**src/rtl/core/lpm_pkg.sv**
```systemverilog
// Shared constants for the load protection monitor: field widths, register
// indexes, reset values and flag bit positions.
// No dependencies.
`default_nettype none

package lpm_pkg;

    // Width of the tick-age counter of the link watchdog
    localparam int AGE_BITS = 16;

    // Field widths
    localparam int VOLT_W  = 16;
    localparam int CURR_W  = 16;
    localparam int POWER_W = 32;
    localparam int TEMP_W  = 12;
    localparam int HYST_W  = 10;
    localparam int TOUT_W  = 16;
    localparam int FLAG_W  = 5;

    // Configuration port
    localparam int CFG_IDX_W  = 3;
    localparam int CFG_DATA_W = 32;

    typedef enum logic [CFG_IDX_W-1:0] {
        REG_OV_LIMIT  = 3'd0,
        REG_OC_LIMIT  = 3'd1,
        REG_OP_LIMIT  = 3'd2,
        REG_OT_TRIP   = 3'd3,
        REG_OT_WARN   = 3'd4,
        REG_OT_HYST   = 3'd5,
        REG_LINK_TOUT = 3'd6
    } t_reg_idx;

    // Register reset values
    localparam logic [VOLT_W-1:0]         OV_LIMIT_RST  = 16'd15000;
    localparam logic [CURR_W-1:0]         OC_LIMIT_RST  = 16'd11000;
    localparam logic [POWER_W-1:0]        OP_LIMIT_RST  = 32'd10500000;
    localparam logic signed [TEMP_W-1:0]  OT_TRIP_RST   = 12'sd900;
    localparam logic signed [TEMP_W-1:0]  OT_WARN_RST   = 12'sd750;
    localparam logic [HYST_W-1:0]         OT_HYST_RST   = 10'd100;
    localparam logic [TOUT_W-1:0]         LINK_TOUT_RST = 16'd500;

    // Flag bit positions
    localparam int FLAG_OV   = 0;
    localparam int FLAG_OC   = 1;
    localparam int FLAG_OP   = 2;
    localparam int FLAG_OT   = 3;
    localparam int FLAG_LINK = 4;

    // Item kind carried in the input tuser
    typedef enum logic {
        CMD_TICK = 1'b0,
        CMD_PING = 1'b1
    } t_cmd;

    // Packed stream widths
    localparam int IN_DATA_W  = 48;
    localparam int OUT_DATA_W = 40;

endpackage

`default_nettype wire

```
**src/rtl/core/load_protection_monitor_top.sv**
```systemverilog
// Load protection monitor top level: input register, protection decision
// logic with its state, result register, configuration registers.
// Depends on lpm_pkg.
//
// Channel   Dir  Handshake               Payload
// s_axis    in   s_axis_tvalid/tready    tdata: hw_trip, voltage, current, temp
//                                        tuser: cmd
// m_axis    out  m_axis_tvalid/tready    tdata: flags, in_fault, force_off,
//                                               fault_led, load_power
// cfg       in   i_cfg_valid/o_cfg_ready i_cfg_index, i_cfg_data
//
// One item per cycle sustained; each item passes from acceptance through the
// input register, then one multiply and compare pass, into the result
// register. Protection state updates as the result is registered.
// Synchronous active-low reset clears state and valid bits, presets limits.
// A stalled result keeps the input register full until it drains; the
// input side stays ready whenever the decision stage can advance.
`default_nettype none

module load_protection_monitor_top (
    input  wire logic                          i_clk,
    input  wire logic                          i_rst_n,
    // input items
    input  wire logic                          s_axis_tvalid,
    output logic                               s_axis_tready,
    // [0] hw_trip, [16:1] load_voltage, [32:17] load_current,
    // [44:33] heatsink_temp, [47:45] zero
    input  wire logic [lpm_pkg::IN_DATA_W-1:0] s_axis_tdata,
    // [0] cmd
    input  wire logic                          s_axis_tuser,
    // result items
    output logic                               m_axis_tvalid,
    input  wire logic                          m_axis_tready,
    // [4:0] flags, [5] in_fault, [6] force_off, [7] fault_led,
    // [39:8] load_power
    output logic [lpm_pkg::OUT_DATA_W-1:0]     m_axis_tdata,
    // configuration writes
    input  wire logic                          i_cfg_valid,
    output logic                               o_cfg_ready,
    input  wire logic [lpm_pkg::CFG_IDX_W-1:0] i_cfg_index,
    input  wire logic [lpm_pkg::CFG_DATA_W-1:0] i_cfg_data
);

    localparam int AW = lpm_pkg::AGE_BITS;

    // Configuration registers
    logic [lpm_pkg::VOLT_W-1:0]         r_ov_limit;
    logic [lpm_pkg::CURR_W-1:0]         r_oc_limit;
    logic [lpm_pkg::POWER_W-1:0]        r_op_limit;
    logic signed [lpm_pkg::TEMP_W-1:0]  r_ot_trip;
    logic signed [lpm_pkg::TEMP_W-1:0]  r_ot_warn;
    logic [lpm_pkg::HYST_W-1:0]         r_ot_hyst;
    logic [lpm_pkg::TOUT_W-1:0]         r_link_tout;

    // Input register
    logic                               r_in_valid;
    logic                               r_cmd;
    logic                               r_hw_trip;
    logic [lpm_pkg::VOLT_W-1:0]         r_volt;
    logic [lpm_pkg::CURR_W-1:0]         r_curr;
    logic signed [lpm_pkg::TEMP_W-1:0]  r_temp;

    // Protection state
    logic [lpm_pkg::FLAG_W-1:0]         r_flags, n_flags;
    logic                               r_fault, n_fault;
    logic                               r_led, n_led;
    logic [AW-1:0]                      r_ticks, n_ticks;
    logic                               n_force;
    logic [lpm_pkg::POWER_W-1:0]        n_power;

    // Result register
    logic                               r_out_valid;
    logic [lpm_pkg::OUT_DATA_W-1:0]     r_out_data;

    logic                               s_accept;
    logic                               advance;

    assign o_cfg_ready   = 1'b1;
    assign advance       = r_in_valid && (!r_out_valid || m_axis_tready);
    assign s_axis_tready = !r_in_valid || advance;
    assign s_accept      = s_axis_tvalid && s_axis_tready;
    assign m_axis_tvalid = r_out_valid;
    assign m_axis_tdata  = r_out_data;

    // Write configuration registers
    always_ff @(posedge i_clk) begin
        if (!i_rst_n) begin
            r_ov_limit  <= lpm_pkg::OV_LIMIT_RST;
            r_oc_limit  <= lpm_pkg::OC_LIMIT_RST;
            r_op_limit  <= lpm_pkg::OP_LIMIT_RST;
            r_ot_trip   <= lpm_pkg::OT_TRIP_RST;
            r_ot_warn   <= lpm_pkg::OT_WARN_RST;
            r_ot_hyst   <= lpm_pkg::OT_HYST_RST;
            r_link_tout <= lpm_pkg::LINK_TOUT_RST;
        end else if (i_cfg_valid) begin
            unique case (lpm_pkg::t_reg_idx'(i_cfg_index))
                lpm_pkg::REG_OV_LIMIT:  r_ov_limit  <= i_cfg_data[lpm_pkg::VOLT_W-1:0];
                lpm_pkg::REG_OC_LIMIT:  r_oc_limit  <= i_cfg_data[lpm_pkg::CURR_W-1:0];
                lpm_pkg::REG_OP_LIMIT:  r_op_limit  <= i_cfg_data[lpm_pkg::POWER_W-1:0];
                lpm_pkg::REG_OT_TRIP:   r_ot_trip   <= i_cfg_data[lpm_pkg::TEMP_W-1:0];
                lpm_pkg::REG_OT_WARN:   r_ot_warn   <= i_cfg_data[lpm_pkg::TEMP_W-1:0];
                lpm_pkg::REG_OT_HYST:   r_ot_hyst   <= i_cfg_data[lpm_pkg::HYST_W-1:0];
                lpm_pkg::REG_LINK_TOUT: r_link_tout <= i_cfg_data[lpm_pkg::TOUT_W-1:0];
                default: ;
            endcase
        end
    end

    // Capture input items
    always_ff @(posedge i_clk) begin
        if (!i_rst_n) begin
            r_in_valid <= 1'b0;
        end else if (s_axis_tready) begin
            r_in_valid <= s_axis_tvalid;
        end
    end

    always_ff @(posedge i_clk) begin
        if (s_accept) begin
            r_cmd     <= s_axis_tuser;
            r_hw_trip <= s_axis_tdata[0];
            r_volt    <= s_axis_tdata[16:1];
            r_curr    <= s_axis_tdata[32:17];
            r_temp    <= s_axis_tdata[44:33];
        end
    end

    // Judge the registered item against the limits
    always_comb begin
        logic                              stop;
        logic signed [lpm_pkg::TEMP_W:0]   t_clr;
        logic signed [lpm_pkg::TEMP_W:0]   t_ext;
        n_flags = r_flags;
        n_fault = r_fault;
        n_led   = r_led;
        n_ticks = r_ticks;
        n_force = 1'b0;
        n_power = '0;
        stop    = 1'b0;
        t_ext   = (lpm_pkg::TEMP_W+1)'(r_temp);
        t_clr   = (lpm_pkg::TEMP_W+1)'(r_ot_warn)
                - $signed({1'b0, 2'b00, r_ot_hyst});
        if (lpm_pkg::t_cmd'(r_cmd) == lpm_pkg::CMD_PING) begin
            n_ticks = '0;
        end else begin
            n_power = lpm_pkg::POWER_W'(r_volt) * lpm_pkg::POWER_W'(r_curr);
            if (r_ticks != {AW{1'b1}}) begin
                n_ticks = r_ticks + AW'(1);
            end
            // hardware trip overrides every software check
            if (r_hw_trip) begin
                n_flags[lpm_pkg::FLAG_OV] = 1'b1;
                n_flags[lpm_pkg::FLAG_OC] = 1'b1;
                n_led = 1'b1;
                stop  = 1'b1;
            end
            if (!stop) begin
                n_flags[lpm_pkg::FLAG_OV] = r_volt > r_ov_limit;
                stop = r_volt > r_ov_limit;
            end
            if (!stop) begin
                n_flags[lpm_pkg::FLAG_OC] = r_curr > r_oc_limit;
                stop = r_curr > r_oc_limit;
            end
            if (!stop) begin
                n_flags[lpm_pkg::FLAG_OP] = n_power > r_op_limit;
                stop = n_power > r_op_limit;
            end
            // temperature: trip, warn band with hysteresis
            if (!stop) begin
                if (r_temp > r_ot_trip) begin
                    n_flags[lpm_pkg::FLAG_OT] = 1'b1;
                    stop = 1'b1;
                end else if (r_temp > r_ot_warn) begin
                    n_flags[lpm_pkg::FLAG_OT] = 1'b1;
                end else if (t_ext < t_clr) begin
                    n_flags[lpm_pkg::FLAG_OT] = 1'b0;
                end
            end
            if (stop) begin
                n_fault = 1'b1;
                n_force = 1'b1;
            end else begin
                n_flags[lpm_pkg::FLAG_LINK] = 33'(n_ticks) > 33'(r_link_tout);
                // release the fault once every flag is clear
                if (n_flags == '0 && r_fault) begin
                    n_fault = 1'b0;
                    n_led   = 1'b0;
                end
            end
        end
    end

    // Advance state and result register together
    always_ff @(posedge i_clk) begin
        if (!i_rst_n) begin
            r_flags     <= '0;
            r_fault     <= 1'b0;
            r_led       <= 1'b0;
            r_ticks     <= '0;
            r_out_valid <= 1'b0;
        end else begin
            if (advance) begin
                r_flags     <= n_flags;
                r_fault     <= n_fault;
                r_led       <= n_led;
                r_ticks     <= n_ticks;
                r_out_valid <= 1'b1;
            end else if (m_axis_tready) begin
                r_out_valid <= 1'b0;
            end
        end
    end

    always_ff @(posedge i_clk) begin
        if (advance) begin
            r_out_data <= {n_power, n_led, n_force, n_fault, n_flags};
        end
    end

endmodule

`default_nettype wire

```
**config.mk**
```make
export PLATFORM = sky130hd
export DESIGN_NAME = load_protection_monitor_top
export DESIGN_NICKNAME = d
export VERILOG_FILES = /design/src/rtl/core/lpm_pkg.sv /design/src/rtl/core/load_protection_monitor_top.sv
export SDC_FILE = /design/constraint.sdc
export NUM_CORES = 1
export LEC_CHECK = 0
export ABC_CLOCK_PERIOD_IN_PS = 9900
export BUFFER_PORTS_ARGS = -buffer_cell sky130_fd_sc_hd__buf_2
export CAP_MARGIN = 20
export CORE_MARGIN = 5
export CORE_UTILIZATION = 55
export CTS_CLUSTER_SIZE = 30
export DETAILED_ROUTE_END_ITERATION = 16
export PLACE_DENSITY_LB_ADDON = 0.1
export REMOVE_ABC_BUFFERS = 1
export SLEW_MARGIN = 10
export SYNTH_ARGS = -nofsm -noshare
export SYNTH_HDL_FRONTEND = slang
export SYNTH_SLANG_ARGS = --single-unit
```
**constraint.sdc**
```tcl
create_clock -name i_clk -period 9.9 [get_ports i_clk]
set_clock_uncertainty 0.05 [all_clocks]
set_input_delay 1.98 -clock i_clk [delete_from_list [all_inputs] [get_ports i_clk]]
set_output_delay 1.98 -clock i_clk [all_outputs]
set_load 0.03 [all_outputs]
```
== After elaboration in Yosys (flattened, before gate mapping) ==
Index checks and enable logic that the tools add are counted.

* Register bits: 225
* Output and inout bits: 43

* Multiply operators: 1
* Equal/unequal tests: 7
* $add $sub $neg: 2
* Muxes and demuxes: 38
* Reductions and logical operators: 17
* $lt $le $gt $ge: 7

{| class="wikitable"
|+ Operators by type and width
! operator !! count
|-
| greater-than comparator 16 bit || 3
|-
| two-way mux 16 bit || 3
|-
| two-way mux 1 bit || 33
|-
| greater-than comparator 32 bit || 1
|-
| multiplier 16 x 16 -> 32 bit || 1
|-
| greater-than comparator 12 bit || 2
|-
| adder 16 x 1 -> 16 bit (second input constant) || 1
|-
| != test 16 bit (second input constant) || 1
|-
| AND reduction 2 bit || 7
|-
| less-than comparator 12 x 13 -> 1 bit || 1
|-
| subtractor 12 x 11 -> 13 bit || 1
|-
| equality test 3 bit (second input constant) || 3
|-
| equality test 3 x 2 -> 1 bit (second input constant) || 2
|-
| zero test 5 bit || 1
|-
| two-way mux 5 bit || 1
|-
| equality test 3 x 1 -> 1 bit (second input constant) || 1
|-
| logical AND 1 bit || 3
|-
| zero test 3 bit || 1
|-
| zero test 1 bit || 2
|-
| logical OR 1 bit || 2
|-
| two-way mux 2 bit || 1
|-
| nonzero test 2 bit || 1
|}

== Logic depth before layout (Yosys ltp) ==
Gate-level depths: netlist of run 1.

* Depth in word-level cells: 15
* Gate-level depth with buffers: 32

== Worst setup path after synthesis of run 1 ==
Ideal clock, no wire load.

* Path kind: reg2reg
* Start: register r_volt[5] (netlist name)
* End: register r_out_data (netlist bit m_axis_tdata[4]), data pin
* Arrival: 7.566 ns
* Path buffers: 2
* Data required time: 9.588 ns
* Stages on the path, launching flop included: 32
* Setup slack: 2.022 ns
* Cells stage by stage: edfxtp_1 > clkbuf_1 > and2_1 > fa_1 > inv_1 > fa_1 > fa_1 > fa_1 > inv_1 > fa_1 > inv_1 > fa_1 > inv_1 > ha_1 > clkbuf_2 > a21o_1 > a21oi_1 > o21ai_0 > a21o_1 > a32oi_1 > o211ai_1 > a41oi_2 > xnor2_1 > ha_1 > nand2_1 > or3_2 > nor4_4 > nor2_2 > a21oi_2 > nand4_1 > nor2_1 > mux2_1

* Word-level cells in the longest chain between the ends: 11
* Elaborated cells between the ends (all ways): 13
* Classes of those cells: 1 x mul; 2 x order compare; 10 x mux

{| class="wikitable"
|+ Ends and longest elaborated chain
! what !! RTL line !! text
|-
| start: declaration || load_protection_monitor_top.sv:59 || <nowiki>logic [lpm_pkg::VOLT_W-1:0] r_volt;</nowiki>
|-
| start signal: assignment || load_protection_monitor_top.sv:122 || <nowiki>r_volt <= s_axis_tdata[16:1];</nowiki>
|-
| branches (longest 5 deep; another with multiplier 16 x 16 -> 32 bit) || -- ||
|-
| two-way mux 1 bit (*) || load_protection_monitor_top.sv:165 || <nowiki>if (!stop) begin</nowiki>
|-
| two-way mux 1 bit (*) || load_protection_monitor_top.sv:143 || <nowiki>if (lpm_pkg::t_cmd'(r_cmd) == lpm_pkg::CMD_PING) begin</nowiki>
|-
| two-way mux 1 bit (*) || load_protection_monitor_top.sv:170 || <nowiki>if (!stop) begin</nowiki>
|-
| two-way mux 1 bit (*) || load_protection_monitor_top.sv:143 ||
|-
| two-way mux 1 bit (*) || load_protection_monitor_top.sv:180 || <nowiki>if (stop) begin</nowiki>
|-
| two-way mux 5 bit (*) || load_protection_monitor_top.sv:143 ||
|-
| named net n_flags (one bit) || load_protection_monitor_top.sv:64 || <nowiki>logic [lpm_pkg::FLAG_W-1:0] r_flags, n_flags;</nowiki>
|-
| end signal: assignment || load_protection_monitor_top.sv:217 || <nowiki>r_out_data <= {n_power, n_led, n_force, n_fault, n_flags};</nowiki>
|-
| end: declaration || load_protection_monitor_top.sv:73 || <nowiki>logic [lpm_pkg::OUT_DATA_W-1:0] r_out_data;</nowiki>
|}

Mark *: on every way through the listed nets, which the timed path passes. The select of a mux whose other input is x is not followed.
A chain may end at the register's enable or synchronous reset.

== Worst setup path in the final report of run 1 ==
Same ends and word-level chain as after synthesis.

==> run summary, run 1 <==
Logic pwr share = 0.741
Post-synth EDFFs = 86
1st-iter DRT viols = 818
Worst Setup Path Type = register to register
total negative slack = 0 ns
hold buffer count at cts = 0
Root Driver = clkbuf_16
P_sw = 0.00425 W
worst reg2reg path depth = 27
total gr overflow = 0
Core ar. = 35700 um2
die outline height = 201 um
clock latency at the later pin of the worst-skew pair = 0.57 ns
Worst EP required = 10.17 ns
hold path depth = 2
vias per inst = 5.55
I/O pin count = 132
I/O Buffers = 127
clock sinks = 225
Least-Margin Pin Slew = 0.846 ns
Routed WL per cell = 19.5 um
number of global-route vias before repair = 16570
Critical Path Fanout Max = 16
part of the power in registers = 0.141
Area after DPL = 21200 um2
layout cells sized above 1 = 0.105
Pleak = 10.4 nW
drt pass-1 iters = 7
element type at the critical path start = register
FP Rows = 69
Inserted Clock Buffers = 27
WL final = 54.9 mm
Main synth FF type = dfxtp_1
Setup crit end = m_axis_tdata[4]$_DFFE_PP_
final setup margin = 0.785 ns
Int Pwr = 0.00421 W
setup repair bufs after CTS = 0
Async S/R FF share, synth = 0
chip width = 201 um
RSZ-0062 raised after global routing = no
outcome = complete, no violations
Worst Setup End Kind = register
GP Congestion = 0.920
sequential share of the synthesized area = 0.268
initial antenna violation count = 5
Final ANT Viol Nets = 0
CTS H-tree lvls = 1
Netlist cell types = 76
Vias = 15621
most frequent cells in the layout = 367 x inv_1, 352 x nand2_1, 231 x ha_1, 195 x fa_1, 150 x a21oi_1
leading cell type in the layout, fill and taps excluded = inv_1
RR Startpoint = r_volt[5]$_DFFE_PP_
Mapped Cells = 2214
GRT Util Overall = 0.273
Reg2Reg Setup Slack = 0.79 ns
Longest Clk Path Bufs = 3
clock slew at reported path FFs = 0.06 ns
flops & latches, synth = 225
worst reg2reg endpoint = m_axis_tdata[4]$_DFFE_PP_
die area = 40300 um2
Period minus WS final = 9.11 ns
post-CTS sizing = 0
clock share of power = 0.118
Post-Route Utilization = 0.619
normalized max-slew margin = 0.436
HPWL after detailed placement = 41.7 mm
peak supply drop = 0.407 mV
CTS tree = built
Arr. time, crit path = 9.38 ns
mean area per synthesized cell = 9.03 um2
Hold Path Class = register to register
largest net degree at the start of global routing = 65
post-route cell area = 22100 um2
DRC Markers = 0
final setup fails = 0
Pins Over Slew Limit = 0
first-pass GRT wire length = 87.9 mm
maximum clock frequency = 110 MHz
final worst-path cycle share = 0.921
Final Hold Viols = 0
yosys warns = 0
initial core utilization = 0.559
Crit. Startpoint = r_volt[5]$_DFFE_PP_
sw frac = 0.502
area delta synth->final = 10.6%
Final #Nets = 2846
Max Cap Viol = 0
post-place setup slack = 0.769 ns
power per cell area = 382 nW/um2
Synth Cell Area = 20000 um2
-- Yosys cell counts, drive strengths merged (2+ instances only) --
library cell | count | area (um2)
a2111oi | 2 | 23.8
a211oi | 9 | 67.6
a21boi | 2 | 15.0
a21o | 35 | 265
a21oi | 151 | 759
a221oi | 2 | 17.5
a22oi | 13 | 97.6
a31oi | 10 | 62.6
and2 | 149 | 932
and3 | 14 | 87.6
and4 | 5 | 43.8
buf | 5 | 33.8
clkbuf | 73 | 285
dfxtp | 139 | 2780
edfxtp | 86 | 2580
fa | 195 | 3900
ha | 231 | 2890
inv | 369 | 1390
mux2 | 7 | 78.8
mux2i | 2 | 20.0
nand2 | 352 | 1320
nand2b | 9 | 56.3
nand3 | 28 | 145
nand4 | 21 | 131
nor2 | 62 | 238
nor2b | 25 | 156
nor3 | 19 | 100
nor3b | 2 | 15.0
nor4 | 6 | 52.6
o211ai | 50 | 375
o21a | 10 | 75.1
o21ai | 39 | 199
o21bai | 5 | 37.5
o22ai | 2 | 18.8
o31ai | 5 | 37.5
o41ai | 2 | 17.5
or2 | 5 | 31.3
or2b | 2 | 20.0
or3 | 5 | 33.8
or4 | 5 | 42.5
xnor2 | 28 | 245
xor2 | 17 | 149
-- worst min path at each step --
stage,startpoint,to,slack (ns)
6_report,r_op_limit[1]$_SDFFE_PN0P_,r_op_limit[1]$_SDFFE_PN0P_,0.40
5_1_grt,r_ot_hyst[4]$_SDFFE_PN0P_,r_ot_hyst[4]$_SDFFE_PN0P_,0.42
4_1_cts,r_ot_trip[3]$_SDFFE_PN0P_,r_ot_trip[3]$_SDFFE_PN0P_,0.41
3_5_place_dp,r_ot_trip[3]$_SDFFE_PN0P_,r_ot_trip[3]$_SDFFE_PN0P_,0.40
3_3_place_gp,r_ov_limit[15]$_SDFFE_PN0P_,r_ov_limit[15]$_SDFFE_PN0P_,0.39
2_1_floorplan,r_link_tout[10]$_SDFFE_PN0P_,r_link_tout[10]$_SDFFE_PN0P_,0.39
-- critical path: stages, from the launching register on --
cell      delay, ns
edfxtp_1       0.72
and2_1         0.30
fa_1           0.54
inv_1          0.06
fa_1           0.55
inv_1          0.06
fa_1           0.48
fa_1           0.54
fa_1           0.55
inv_1          0.06
fa_1           0.52
inv_1          0.04
ha_1           0.37
and3_1         0.21
and3_1         0.20
a21boi_0       0.54
o21ai_2        0.22
o31ai_1        0.33
xnor2_1        0.20
ha_1           0.34
nand2_1        0.09
or3_2          0.51
nor4_4         0.31
a311oi_2       0.09
a21oi_2        0.25
nand4_1        0.23
nor2_1         0.17
mux2_1         0.34
-- registers in the layout, summed over array words and instances, names as in the netlist --
register,flops
r_op_limit,32
r_ot_hyst,10
r_in_valid,1
r_cmd,1
r_fault,1
r_hw_trip,1
r_ticks,16
r_led,1
r_ot_trip,12
m_axis_tdata,40
r_flags,5
r_curr,16
r_link_tout,16
m_axis_tvalid,1
r_ot_warn,12
r_volt,16
r_oc_limit,16
r_ov_limit,16
r_temp,12
-- final cells by class --
class                           instances  area, um2
Sequential cell                       225       5370
Clock inverter                         12        114
Clock buffer                           37        774
Tap cell                              461        577
Antenna cell                            2       5.00
Inverter                              369       1390
Multi-Input combinational cell       1542      12900
Fill cell                            3114      13600
Timing Repair Buffer                  166        948
-- per-stage QoR --
step	power (W)	std cells	hold slack (ns)
3_5_place_dp	0.00739	2762	0.397
5_1_grt	0.00926	2814	0.424
3_3_place_gp	0.00720	2760	0.392
6_report	0.00846	2814	0.404
2_1_floorplan	0.00562	2136	0.386
4_1_cts	0.00844	2811	0.405
-- kinds of logic after synthesis --
kind of cell | count (synthesis) | synth area share
AOI/OAI and AO/OA | 349 | 0.110
xor gates and xnor gates | 45 | 0.0197
adders and majority gates | 426 | 0.340
buffers and inverters | 447 | 0.0852
DFF | 225 | 0.268
muxes | 9 | 0.00494
other | 1 | 0.000188
and+or+nand+nor | 712 | 0.172
-- routing by layer --
layer / GRT usage / vias to the layer above / wire, um
li1: - / 7436 / -
met1: 0.352 / 7630 / 23000
met2: 0.471 / 441 / 26700
met3: 0.0381 / 112 / 3120
met4: 0.0971 / 2 / 2090
met5: 0 / - / 18
-- power groups by stage --
stage	Combinational [W]	Clock, W	Sequential [W]
final	0.00627	0.000995	0.00120
after CTS	0.00623	0.00101	0.00120
after global routing	0.00700	0.00106	0.00120
after floorplan	0.00432	0	0.00130
after global placement	0.00599	0	0.00121
after detailed placement	0.00618	0	0.00121
Note: power is estimated with default switching activity, not from simulation.
==> inputs of run 2 (changes only) <==
Settings changed: CORE_UTILIZATION 55 to 50, RECOVER_POWER from default to 25.
==> run summary, run 2 (synthesized netlist as in run 1, its figures left out) <==
I/O Buffers = 127 (unchanged)
initial antenna violation count = 2 (-3)
DRC Markers = 0 (unchanged)
DR WL met2 = 26.0 mm (-2.3%)
Least-Margin Pin Slew = 2.86 ns (+2.02 ns)
maximum clock frequency = 109 MHz (-0.45%)
I/O pin count = 132 (unchanged)
clock share of power = 0.134 (+0.016)
Critical Path Fanout Max = 17 (+1)
Most common cell on crit path = fa_1
hold buffer count at cts = 0 (unchanged)
GRT Util Overall = 0.252 (-0.0206)
setup repair bufs after CTS = 0 (unchanged)
final setup fails = 0 (unchanged)
post-place setup slack = 0.688 ns (-0.0814 ns)
clock latency at the later pin of the worst-skew pair = 0.60 ns (+0.03 ns)
Worst Setup Path Type = register to register
Worst EP required = 10.20 ns (+0.03 ns)
Vias = 15496 (-0.80%)
post-CTS sizing = 0 (unchanged)
max FFs per register = 40 (unchanged)
drt pass-1 iters = 5 (-2)
die outline height = 210 um (+4.6%)
die area = 44100 um2 (+9.5%)
WL final = 55.7 mm (+1.4%)
Final #Nets = 2831 (-0.53%)
chip width = 210 um (+4.6%)
total gr overflow = 0 (unchanged)
clock slew at reported path FFs = 0.06 ns (about the same)
Arr. time, crit path = 9.45 ns (+0.07 ns)
Pleak = 10.3 nW (-0.22%)
Worst Setup End Kind = register
part of the power in registers = 0.147 (+0.006)
P_sw = 0.00392 W (-7.7%)
CTS H-tree lvls = 1 (unchanged)
failing checks = capacitance limit, slew limit
number of global-route vias before repair = 16121 (-2.7%)
Root Driver = clkbuf_16
area delta synth->final = 11.0%
most frequent cells in the layout = 367 x inv_1, 352 x nand2_1, 231 x ha_1, 195 x fa_1, 150 x a21oi_1
Routed WL per cell = 19.4 um (-0.33%)
initial core utilization = 0.504 (-0.0550)
1st-iter DRT viols = 733 (-10%)
Max Cap Viol = 2 (+2)
Met1 Routed Length = 24.8 mm (+8.0%)
vias per inst = 5.41 (-2.5%)
WHS = 0.405 ns (+0.00112 ns)
element type at the critical path start = register
clock sinks = 225 (unchanged)
FP Rows = 73 (+5.8%)
Int Pwr = 0.00426 W (+1.3%)
GP Congestion = 0.867 (-5.8%)
RSZ-0062 raised after global routing = no
largest net degree at the start of global routing = 81 (+25%)
Period minus WS final = 9.16 ns (+0.0414 ns)
diode count = 0 (-2)
sw frac = 0.479 (-0.0233)
Logic pwr share = 0.719 (-0.022)
Total Power = 0.00818 W (-3.3%)
Crit path largest cell delay = 0.96 ns (+0.24 ns)
Hold Path Class = register to register
final setup margin = 0.744 ns (-0.0414 ns)
Inserted Clock Buffers = 28 (+3.7%)
leading cell type in the layout, fill and taps excluded = inv_1
power per cell area = 369 nW/um2 (-3.6%)
Final Hold Viols = 0 (unchanged)
first-pass GRT wire length = 88.0 mm (+0.17%)
CTS tree = built
met3 routed WL = 3.06 mm (-2.1%)
normalized max-slew margin = -0.908 (-1.34)
Longest Clk Path Bufs = 3 (unchanged)
layout cells sized above 1 = 0.100 (-0.00498)
Max Used Layer = met5
HPWL after detailed placement = 41.5 mm (-0.45%)
total negative slack = 0 ns (unchanged)
Final ANT Viol Nets = 0 (unchanged)
CP max-delay cell = edfxtp_1
Core ar. = 39600 um2 (+11%)
outcome = finished with violations
final worst-path cycle share = 0.925 (+0.00418)
Post-Route Utilization = 0.560 (-0.0587)
peak supply drop = 0.363 mV (-11%)
Pins Over Slew Limit = 96 (+96)
## run 2: path summary, 6_finish.rpt
check / startpoint / end / slack [ns] / cells after the start
max: r_volt[5]$_DFFE_PP_ / m_axis_tdata[4]$_DFFE_PP_ / 0.74 / 29
min: r_ot_hyst[7]$_SDFFE_PN0P_ / r_ot_hyst[7]$_SDFFE_PN0P_ / 0.41 / 2
max reg2reg: r_volt[5]$_DFFE_PP_ / m_axis_tdata[4]$_DFFE_PP_ / 0.74 / 29
min reg2reg: r_ot_hyst[7]$_SDFFE_PN0P_ / r_ot_hyst[7]$_SDFFE_PN0P_ / 0.41 / 2
## run 2: layout make-up
class / instances / area, um2
Clock buffer: 38 / 863
Clock inverter: 14 / 135
Fill cell: 3650 / 17400
Inverter: 369 / 1390
Multi-Input combinational cell: 1542 / 12900
Sequential cell: 225 / 5370
Tap cell: 525 / 657
Timing Repair Buffer: 150 / 850
## run 2: metrics by stage
stage                     instances  instance area [um2]
after floorplan                2136                19700
after global placement         2807                21100
after detailed placement       2807                21100
after CTS                      2859                22100
after global routing           2863                22200
final                          2863                22200
## run 2: layer usage
layer,track usage,up-vias
li1,-,7414
met1,0.340,7623
met2,0.421,362
met3,0.0458,93
met4,0.0695,4
met5,0,-
## run 2: power groups by stage
stage	sequential [W]	combinational, W	clock (W)
after global routing	0.00121	0.00667	0.00116
after detailed placement	0.00122	0.00586	0
after global placement	0.00122	0.00572	0
after CTS	0.00120	0.00590	0.00112
after floorplan	0.00130	0.00432	0
final	0.00121	0.00588	0.00109
## run 2: critical path: cells and delay by family, from the launching register on
family          cells  cell delay (ns)
fa+ha+maj           8             3.78
simple gates        9             1.79
compound gates      5             1.51
flops               1             0.96
mux                 1             0.33
buf+inv             5             0.25
xor+xnor            1             0.21
==> inputs of run 3 (changes only) <==
Settings changed: BUFFER_PORTS_ARGS -buffer_cell sky130_fd_sc_hd__buf_2 to -buffer_cell sky130_fd_sc_hd__buf_4.
==> run summary, run 3 (synthesized netlist as in run 1, its figures left out) <==
post-CTS sizing = 0 (unchanged)
Vias = 15454 (-0.27%)
Least-Margin Pin Slew = 2.27 ns (-0.590 ns)
outcome = finished with violations
Routed WL per cell = 19.4 um (-0.24%)
setup repair bufs after CTS = 0 (unchanged)
DRC Markers = 0 (unchanged)
Max Cap Viol = 1 (-1)
element type at the critical path start = register
drt pass-1 iters = 5 (unchanged)
dpl cells = 2808 (+0.036%)
post-route cell area = 22300 um2 (+0.56%)
die outline height = 210 um (unchanged)
layout cells sized above 1 = 0.0934 (-0.00672)
initial antenna violation count = 2 (unchanged)
vias per inst = 5.40 (-0.24%)
clock share of power = 0.123 (-0.011)
GP Congestion = 0.883 (+1.9%)
max FFs per register = 40 (unchanged)
P_sw = 0.00392 W (about the same)
CP max-delay cell = edfxtp_1
Root Driver = clkbuf_16
Final Hold Viols = 0 (unchanged)
Crit path largest cell delay = 0.95 ns (about the same)
I/O pin count = 132 (unchanged)
GRT Util Overall = 0.251 (-0.000525)
clock slew at reported path FFs = 0.06 ns (about the same)
Int Pwr = 0.00425 W (-0.41%)
Worst Setup Path Type = register to register
CTS H-tree lvls = 1 (unchanged)
clock latency at the later pin of the worst-skew pair = 0.56 ns (-0.04 ns)
Inserted Clock Buffers = 27 (-3.6%)
sw frac = 0.480 (+0.00111)
CTS tree = built
first-pass GRT wire length = 87.6 mm (-0.46%)
Pleak = 10.3 nW (-0.17%)
die area = 44100 um2 (unchanged)
hold buffer count at cts = 0 (unchanged)
power per cell area = 366 nW/um2 (-0.75%)
Area after DPL = 21500 um2 (+1.5%)
failing checks = capacitance limit, slew limit
total negative slack = 0 ns (unchanged)
part of the power in registers = 0.148 (about the same)
Hold Path Class = register to register
initial core utilization = 0.504 (unchanged)
largest net degree at the start of global routing = 81 (unchanged)
normalized max-slew margin = -0.514 (+0.393)
Period minus WS final = 9.34 ns (+0.188 ns)
FP Rows = 73 (unchanged)
clock sinks = 225 (unchanged)
Core ar. = 39600 um2 (unchanged)
Final ANT Viol Nets = 0 (unchanged)
final std cells w/o fill = 2862 (-0.035%)
HPWL after detailed placement = 41.6 mm (+0.13%)
peak supply drop = 0.345 mV (-4.9%)
Critical Path Fanout Max = 17 (unchanged)
Final #Nets = 2829 (-0.071%)
I/O Buffers = 127 (unchanged)
area delta synth->final = 11.6%
leading cell type in the layout, fill and taps excluded = inv_1
maximum clock frequency = 107 MHz (-2.0%)
Logic pwr share = 0.729 (+0.010)
RSZ-0062 raised after global routing = no
total gr overflow = 0 (unchanged)
Longest Clk Path Bufs = 3 (unchanged)
Worst EP required = 10.16 ns (-0.04 ns)
final worst-path cycle share = 0.944 (+0.0190)
number of global-route vias before repair = 16133 (+0.074%)
Worst Setup End Kind = register
WL final = 55.5 mm (-0.27%)
final setup fails = 0 (unchanged)
Pins Over Slew Limit = 42 (-56%)
most frequent cells in the layout = 367 x inv_1, 352 x nand2_1, 231 x ha_1, 195 x fa_1, 150 x a21oi_1
Post-Route Utilization = 0.563 (+0.00313)
chip width = 210 um (unchanged)
Arr. time, crit path = 9.60 ns (+0.15 ns)
1st-iter DRT viols = 822 (+12%)
Most common cell on crit path = fa_1
## run 3: cell types whose count changed in the layout (fill, tap and decap cells not counted), moves of 4 or more
cell and change:
buf_2 -125, buf_4 +77, clkbuf_16 -4, clkbuf_1 +13, clkbuf_4 +45, clkbuf_8 -5
## run 3: area by class of cell
cell class | count | area [um2]
Tap cell | 525 | 657
Clock inverter | 14 | 160
Clock buffer | 36 | 719
Timing Repair Buffer | 149 | 1090
Inverter | 369 | 1390
Multi-Input combinational cell | 1542 | 12900
Fill cell | 3638 | 17300
Antenna cell | 2 | 5.00
Sequential cell | 225 | 5370
## run 3: routing by layer
layer / share of wire / global-route usage
met2: 0.47 / 0.421
met1: 0.43 / 0.331
met5: 0.00020 / 0
met3: 0.066 / 0.0509
met4: 0.032 / 0.0785
## run 3: final timing paths
| check | startpoint | endpoint | slack, ns | depth (start not counted) |
|---|---|---|---|---|
| min | r_op_limit[31]$_SDFFE_PN0P_ | r_op_limit[31]$_SDFFE_PN0P_ | 0.40 | 2 |
| min reg2reg | r_op_limit[31]$_SDFFE_PN0P_ | r_op_limit[31]$_SDFFE_PN0P_ | 0.40 | 2 |
| max reg2reg | r_volt[7]$_DFFE_PP_ | m_axis_tdata[4]$_DFFE_PP_ | 0.56 | 29 |
| max | r_volt[7]$_DFFE_PP_ | m_axis_tdata[4]$_DFFE_PP_ | 0.56 | 29 |
## run 3: worst max-delay path: cells and delay by family, from the launching register on
| family | cells | cell delay [ns] |
|---|---|---|
| buffers and inverters | 5 | 0.25 |
| flip-flops | 1 | 0.95 |
| AND/OR/NAND/NOR | 9 | 1.87 |
| AO/OA/AOI/OAI | 5 | 1.50 |
| multiplexers | 1 | 0.36 |
| XOR/XNOR | 1 | 0.22 |
| adder cells (fa/ha/maj) | 8 | 3.87 |
## run 3: power by group through the flow
stage / clock network, W / logic [W] / registers, W
after floorplan: 0 / 0.00432 / 0.00130
after global placement: 0 / 0.00574 / 0.00122
after detailed placement: 0 / 0.00590 / 0.00122
after CTS: 0.00103 / 0.00595 / 0.00120
after global routing: 0.00106 / 0.00668 / 0.00121
final: 0.00101 / 0.00595 / 0.00121
## run 3: through the flow
stage / hold slack, ns / power (W) / setup WS (ns)
final: 0.404 / 0.00817 / 0.556
after global routing: 0.422 / 0.00896 / 0.237
after CTS: 0.406 / 0.00819 / 0.602
after detailed placement: 0.397 / 0.00712 / 0.606
after global placement: 0.392 / 0.00697 / 0.766
after floorplan: 0.386 / 0.00562 / 2.04
